==> src/sv/lfurf_pkg.sv <==
// Shared constants and controller/datapath interface types for the LFU cache.
`timescale 1ns / 1ps
`default_nettype none

package lfurf_pkg;

    localparam int LFURF_ENTRIES   = 64;
    localparam int LFURF_FREQ_BITS = 16;

    localparam int CMD_W     = 2;
    localparam int ID_W      = 64;
    localparam int CAP_W     = 7;
    localparam int QT_W      = 64;
    localparam int CNT_OUT_W = 16;

    localparam logic [CAP_W-1:0] CAP_RESET = 7'd64;

    localparam logic [CMD_W-1:0] CMD_ACCESS = 2'd0;
    localparam logic [CMD_W-1:0] CMD_LOOKUP = 2'd1;
    localparam logic [CMD_W-1:0] CMD_REMOVE = 2'd2;

    // Commands from the controller to the datapath
    typedef struct packed {
        logic clr;       // write an empty slot at the sweep address
        logic load;      // capture the input item, restart the scan
        logic rd;        // read the slot at the sweep address
        logic decide;    // settle eviction and the insert slot
        logic wr_a;      // first write of the update
        logic wr_b;      // insert after a separate eviction
        logic out_load;  // move the result into the output register
    } t_dp_cmd;

    // Status from the datapath to the controller
    typedef struct packed {
        logic addr_last; // sweep address is on the last slot
        logic two_wr;    // eviction and insert hit different slots
        logic out_free;  // output register can take a result
    } t_dp_sts;

endpackage

`default_nettype wire

==> src/sv/lfurf_ctrl.sv <==
// Controller state machine that sequences clear, scan, update and result transfer.
`timescale 1ns / 1ps
`default_nettype none

module lfurf_ctrl (
    input  wire                  i_clk,
    input  wire                  i_rst_n,
    input  wire                  i_in_valid,
    output logic                 o_in_stall,
    input  lfurf_pkg::t_dp_sts   i_sts,
    output lfurf_pkg::t_dp_cmd   o_cmd
);
    import lfurf_pkg::*;

    localparam logic [2:0] ST_CLEAR  = 3'd0;
    localparam logic [2:0] ST_IDLE   = 3'd1;
    localparam logic [2:0] ST_SCAN   = 3'd2;
    localparam logic [2:0] ST_DRAIN  = 3'd3;
    localparam logic [2:0] ST_DECIDE = 3'd4;
    localparam logic [2:0] ST_WR_A   = 3'd5;
    localparam logic [2:0] ST_WR_B   = 3'd6;
    localparam logic [2:0] ST_DONE   = 3'd7;

    logic [2:0] r_state;
    logic [2:0] n_state;

    assign o_in_stall = (r_state != ST_IDLE);

    always_comb begin
        n_state = r_state;
        o_cmd   = '0;
        case (r_state)
            ST_CLEAR: begin
                o_cmd.clr = 1'b1;
                if (i_sts.addr_last) n_state = ST_IDLE;
            end
            ST_IDLE: begin
                if (i_in_valid) begin
                    o_cmd.load = 1'b1;
                    n_state    = ST_SCAN;
                end
            end
            ST_SCAN: begin
                o_cmd.rd = 1'b1;
                if (i_sts.addr_last) n_state = ST_DRAIN;
            end
            // last read word is compared here
            ST_DRAIN: n_state = ST_DECIDE;
            ST_DECIDE: begin
                o_cmd.decide = 1'b1;
                n_state      = ST_WR_A;
            end
            ST_WR_A: begin
                o_cmd.wr_a = 1'b1;
                n_state    = i_sts.two_wr ? ST_WR_B : ST_DONE;
            end
            ST_WR_B: begin
                o_cmd.wr_b = 1'b1;
                n_state    = ST_DONE;
            end
            ST_DONE: begin
                // hold until the output register is free
                if (i_sts.out_free) begin
                    o_cmd.out_load = 1'b1;
                    n_state        = ST_IDLE;
                end
            end
            default: n_state = ST_IDLE;
        endcase
    end

    always_ff @(posedge i_clk) begin
        if (!i_rst_n) begin
            r_state <= ST_CLEAR;
        end else begin
            r_state <= n_state;
        end
    end

endmodule

`default_nettype wire

==> config.mk <==
export PLATFORM = sky130hd
export DESIGN_NAME = lfurf_ctrl
export DESIGN_NICKNAME = d
export VERILOG_FILES = /design/src/sv/lfurf_pkg.sv /design/src/sv/lfurf_ctrl.sv
export SDC_FILE = /design/constraint.sdc
export NUM_CORES = 1
export LEC_CHECK = 0
export BUFFER_PORTS_ARGS = -buffer_cell sky130_fd_sc_hd__buf_4
export CORE_AREA = 2 2 39 41
export DETAILED_ROUTE_END_ITERATION = 8
export DIE_AREA = 0 0 41 43
export RECOVER_POWER = 50
export SYNTH_ARGS = -nofsm -noshare
export SYNTH_HDL_FRONTEND = slang
export SYNTH_SLANG_ARGS = --single-unit
==> constraint.sdc <==
create_clock -name i_clk -period 1.4 [get_ports i_clk]
set_clock_uncertainty 0.05 [all_clocks]
set_input_delay 0 -clock i_clk [delete_from_list [all_inputs] [get_ports i_clk]]
set_output_delay 0 -clock i_clk [all_outputs]
set_load 0.01 [all_outputs]
==> results.json, run 1 <==
{
  "fin_setup_tns_ns": 0,
  "layout_common_cells": "buf_4, nor3b_1, clkbuf_4",
  "synth.cell_area_um2": 250,
  "die_h_um": 43,
  "met3_length_um": 71,
  "cellPowerDensity_nw_per_um2": 881,
  "detailed_place_hpwl_um": 388,
  "nets": 53,
  "grt_pass1_vias": 203,
  "wirelength_met1_um": 257,
  "status": "completed",
  "diodes": 0,
  "synth_largest_area_cell": "dfxtp_1",
  "yosys.cell_types.count": 18,
  "vias": 252,
  "fmax_mhz": 810,
  "cts_buffers": 3,
  "dr.pass1.iters": 2,
  "critPathSlowestCell": "dfxtp_1",
  "ys_seq_area_share_pct": 24.0,
  "grt_pass1_wl_um": 821,
  "wl_met2_um": 219,
  "fin_crit_sh_pct": 88.2,
  "worstPathArrival_ns": 1.19,
  "rows": 14,
  "worstReg2RegEnd": "r_state[0]",
  "finalWeightedCongestion": 0.682,
  "synth_area_leaders": "dfxtp_1, buf_6, nor4b_4, nor3b_1, a21oi_1",
  "placed_cell_area_um2": 334,
  "syn-instance-count": 30,
  "cp.required_ns": 1.35,
  "highest_layer": "met3",
  "reg_top3": "r_state: 3 flops",
  "setup_viol_count_final": 0,
  "cts_tree": "yes",
  "crit_path_max_incr_delay_ns": 0.55,
  "maxSlewHeadroom_pct": 73.9,
  "final_cell_area_um2": 379,
  "rsz0062_at_grt": "no",
  "critPathLaunchType": "flip-flop",
  "core_area_um2": 1380,
  "clk_latency_ns": 0.23,
  "worstPathCellList": "nor3b_1, buf_4",
  "overflow": 0,
  "drt_iter0_drc": 4,
  "areaGrowthSynthToFinish_pct": 51.5,
  "path_buf_inv": 1,
  "synthesis.nets": 36,
  "fin_crit_ns": 1.24,
  "ios": 14,
  "cts_num_sinks": 3,
  "path_delay_family": "flip-flops",
  "path_class": "reg2out",
  "drc": 0,
  "grt_max_degree": 13,
  "worst_setup_path_end_kind": "primary output",
  "yosys.area.top_type_share_pct": 24.0,
  "die_x_um": 41,
  "path_max_fanout": 12,
  "drv_cap": 0,
  "regMostFlops": "r_state",
  "antenna_found_initial": 0,
  "synth_seq_cells": 3,
  "drive_gt1_share_pct": 41.3,
  "r2r_start": "r_state[2]",
  "r2r_cells": 3,
  "nFillCells": 164,
  "clk_transition_reported_paths_ns": 0.04,
  "whs_endpoint": "r_state[1]",
  "hold_class": "in2reg",
  "hold_viol": 0,
  "final_common_cell": "buf_4",
  "hp-start": "i_in_valid",
  "postSynthAreaPerCell_um2": 8.34,
  "grt_use_total_pct": 7.42,
  "r2r_setup_slack_ns": 0.30,
  "whs_path_depth": 3,
  "wl_per_cell_um": 8.84,
  "final_max_slew_viol_count": 0,
  "io_buffers": 13,
  "htreeDepth": 1,
  "largest_register_ffs": 3,
  "ys_warn_count": 0,
  "p_leak_uw": 0.000158,
  "start_util_pct": 18.1,
  "ir_drop_mv": 0.388,
  "ctsRootBufferMaster": "clkbuf_4",
  "cts_buffer_depth": 2,
  "drtAntennaViolNets": 0,
  "routed_wirelength_um": 548,
  "worst-slew-pin-transition_ns": 0.391,
  "die_area_um2": 1760,
  "via_per_inst": 4.06
}
through the flow:
stage	utilization (%)	hold slack (ns)	instances	worst slack [ns]	total power, uW
floorplan	-	0.0371	30	0.398	155
global placement	24.1	0.206	56	0.315	180
detailed placement	24.1	0.212	56	0.296	180
CTS	27.5	0.0678	62	0.0682	345
global route	27.4	0.0912	62	0.0457	364
finish	27.4	0.0818	62	0.165	334
area by class of cell:
cell class	count	area [um2]	area share (%)
Tap cell	16	20.0	5.28
Inverter	2	7.51	1.98
Sequential cell	3	62.6	16.5
Clock buffer	4	26.3	6.93
Multi-Input combinational cell	22	149	39.3
Timing Repair Buffer	15	114	30.0
worst max path at each step:
| stage | from | to | slack [ns] | cells past startpoint |
|---|---|---|---|---|
| floorplan | r_state[2] | r_state[2] | 0.40 | 4 |
| global placement | r_state[0] | r_state[0] | 0.32 | 3 |
| detailed placement | r_state[0] | r_state[0] | 0.30 | 3 |
| CTS | r_state[0] | o_cmd[5] | 0.07 | 4 |
| global route | r_state[2] | o_cmd[1] | 0.05 | 2 |
| finish | r_state[2] | o_cmd[3] | 0.16 | 2 |
worst min-delay path, delay by kind of cell:
| family | cells | cell delay, ns |
|---|---|---|
| AO/OA/AOI/OAI | 2 | 0.21 |
| buffers and inverters | 1 | 0.10 |
power by group:
part / switching, uW / internal [uW]
clock: 47.4 / 107
combinational: 28.5 / 41.9
sequential: 15.8 / 93.3
total: 91.7 / 242
logic make-up (layout without fill, tap and decap cells):
| family | after synthesis | in the layout | synth area share, % |
|---|---|---|---|
| and+or+nand+nor | 15 | 15 | 42.5 |
| DFF | 3 | 3 | 24.0 |
| buffers and inverters | 5 | 21 | 16.5 |
| AOI/OAI and AO/OA | 7 | 7 | 17.0 |
metal layers:
metal	GRT usage, %	vias up
met5	0	-
met4	6.00	0
met3	4.71	0
met2	7.50	15
met1	10.3	102
li1	-	135
what timing repair did:
action / in CTS / in global routing
gates resized for setup: 0 / 2
buffers inserted: 0 / 0
endpoints found under the hold margin: 3 / 0
hold buffers: 2 / 0
endpoints found under the setup margin: 0 / 3
Yosys cell counts:
master     instances
a21boi_1           1
nor2_1             2
nor3_1             2
inv_1              2
nor4b_4            1
o21ai_0            2
nor2b_2            1
buf_6              3
dfxtp_1            3
a31oi_1            1
nand2_1            2
a21oi_1            2
o2bb2ai_1          1
and2_1             1
nand2b_1           1
nor3b_1            3
and2b_1            1
nor2b_1            1
(Power assumes the default switching activity.)
==> inputs of run 2 (changes only) <==
==> constraint.sdc (replaced) <==
create_clock -name i_clk -period 1.4 [get_ports i_clk]
set_clock_uncertainty 0.05 [all_clocks]
set_input_delay 0 -clock i_clk [delete_from_list [all_inputs] [get_ports i_clk]]
set_output_delay 0 -clock i_clk [all_outputs]
set_load 0.005 [all_outputs]
==> run 2 against run 1 <==
Net effect: cell area fell by 1.7%; sequential share of layout area rose by 0.28 points; combinational power fell by 5.1%; global-route usage fell by 0.60 points; utilization fell by 0.45 points; register-to-register slack barely moved; routed wire length fell by 4.6%; die area did not move; count of clock-buffer cells in the layout did not move; non-clock buffer count fell by 1; largest cell class unchanged; largest power group unchanged; highest routed layer unchanged.
==> results.json, run 2 (same netlist as run 1, synthesis figures left out) <==
{
  "status": "completed",
  "die_x_um": 41,
  "overflow": 0,
  "fin_setup_tns_ns": 0,
  "whs_endpoint": "r_state[0]",
  "regMostFlops": "r_state",
  "clk_transition_reported_paths_ns": 0.04,
  "hp-start": "i_sts[1]",
  "drive_gt1_share_pct": 44.4,
  "setup_viol_count_final": 0,
  "path_class": "reg2out",
  "ctsRootBufferMaster": "clkbuf_4",
  "multi_input_area_um2": 149,
  "ir_drop_mv": 0.503,
  "die_h_um": 43,
  "r2r_setup_slack_ns": 0.29,
  "finalWeightedCongestion": 0.685,
  "reg_top3": "r_state: 3 flops",
  "whs_path_depth": 3,
  "detailed_place_hpwl_um": 398,
  "power_frac_comb_pct": 20.3,
  "via_per_inst": 4.11,
  "swShare_pct": 25.8,
  "grt_pass1_vias": 217,
  "postCtsSetupBuffers": 0,
  "routed_wirelength_um": 523,
  "diodes": 0,
  "critPathLaunchType": "flip-flop",
  "cts_buffer_depth": 2,
  "grt_max_degree": 13,
  "final_common_cell": "buf_4",
  "p_int_uw": 244,
  "worstReg2RegEnd": "r_state[0]",
  "ios": 14,
  "maxSlewHeadroom_pct": 74.1,
  "worst-slew-pin-transition_ns": 0.387,
  "layout_common_cells": "buf_4, nor3b_1, clkbuf_4",
  "p_seq_share_pct": 33.4,
  "nets": 52,
  "drtAntennaViolNets": 0,
  "grt-busiest-layer": "met1",
  "path_max_fanout": 12,
  "setup_slack_ns": 0.197,
  "met2_usage_pct": 8.13,
  "clockPowerShare_pct": 46.3,
  "die_area_um2": 1760,
  "r2r_cells": 3,
  "core_area_um2": 1380,
  "worstPathArrival_ns": 1.15,
  "p_switching_uw": 84.8,
  "vias": 251,
  "wl_per_cell_um": 8.57,
  "grt_use_total_pct": 6.82,
  "nFillCells": 158,
  "io_buffers": 13,
  "cts_num_sinks": 3,
  "hold_class": "in2reg",
  "use_met1_pct": 9.62,
  "drc": 0,
  "grt_util_met3_pct": 4.71,
  "drv_cap": 0,
  "cts_buffers": 3,
  "cp.required_ns": 1.35,
  "final_max_slew_viol_count": 0,
  "hold_viol": 0,
  "cts_tree": "yes",
  "largest_register_ffs": 3,
  "drt_iter0_drc": 1,
  "rows": 14,
  "clk_latency_ns": 0.23,
  "antenna_found_initial": 0,
  "fmax_mhz": 831,
  "regArea_um2": 62.6,
  "start_util_pct": 18.1,
  "grt_pass1_wl_um": 814,
  "r2r_start": "r_state[2]",
  "dp_slack_ns": 0.275,
  "worst_setup_path_end_kind": "primary output",
  "areaGrowthSynthToFinish_pct": 49.0,
  "fin_crit_ns": 1.20,
  "dr.pass1.iters": 2,
  "cellPowerDensity_nw_per_um2": 881,
  "rsz0062_at_grt": "no",
  "p_leak_uw": 0.000157,
  "htreeDepth": 1,
  "fin_crit_sh_pct": 86.0
}
run 2: cell count changes in the layout (fill, tap and decap cells not counted):
cell	previous run	this run
clkbuf_1	2	1
buf_4	12	13
dlygate4sd3_1	2	1
run 2: metal layers:
metal	up-vias	wire, um
met5	-	0
met3	0	69
met4	0	0
li1	131	-
met2	13	208
met1	107	245
run 2: final cells by class:
class | instances | area share (%)
multi-input combinational | 22 | 39.9
timing repair buffer | 14 | 28.9
sequential | 3 | 16.8
clock buffer | 4 | 7.05
tap | 16 | 5.37
inverter | 2 | 2.01
run 2: worst max path at each step:
stage                           from          to  slack (ns)
after global routing      r_state[2]    o_cmd[1]        0.05
final                     r_state[2]    o_cmd[1]        0.20
after floorplan           r_state[1]  r_state[0]        0.45
after detailed placement  r_state[0]  r_state[0]        0.27
after CTS                 r_state[0]    o_cmd[5]        0.08
after global placement    r_state[0]  r_state[0]        0.31
run 2: power by group through the flow:
stage / Sequential, uW / Clock, uW / Combinational (uW)
6_report: 110 / 152 / 66.8
5_1_grt: 112 / 169 / 74.2
4_1_cts: 108 / 161 / 68.6
3_5_place_dp: 110 / 0 / 66.2
3_3_place_gp: 109 / 0 / 65.7
2_1_floorplan: 96.7 / 0 / 53.8
run 2: timing repair:
action / CTS / global route
setup endpoints to repair: 0 / 2
resized for setup: 0 / 2
endpoints found under the hold margin: 2 / 0
hold buffers: 1 / 0
run 2: critical path, stage by stage, from the launching register on:
cell     delay (ns)
dfxtp_1        0.54
nor3b_1        0.24
buf_4          0.14
run 2: metrics by stage:
step	cells	util, %	instance area [um2]	hold WS [ns]	power, uW
floorplan	30	-	250	0.0207	150
global placement	56	24.1	334	0.211	175
detailed placement	56	24.1	334	0.220	176
CTS	61	26.8	370	0.0110	338
global route	61	26.9	373	0.0502	355
finish	61	26.9	373	0.0176	328
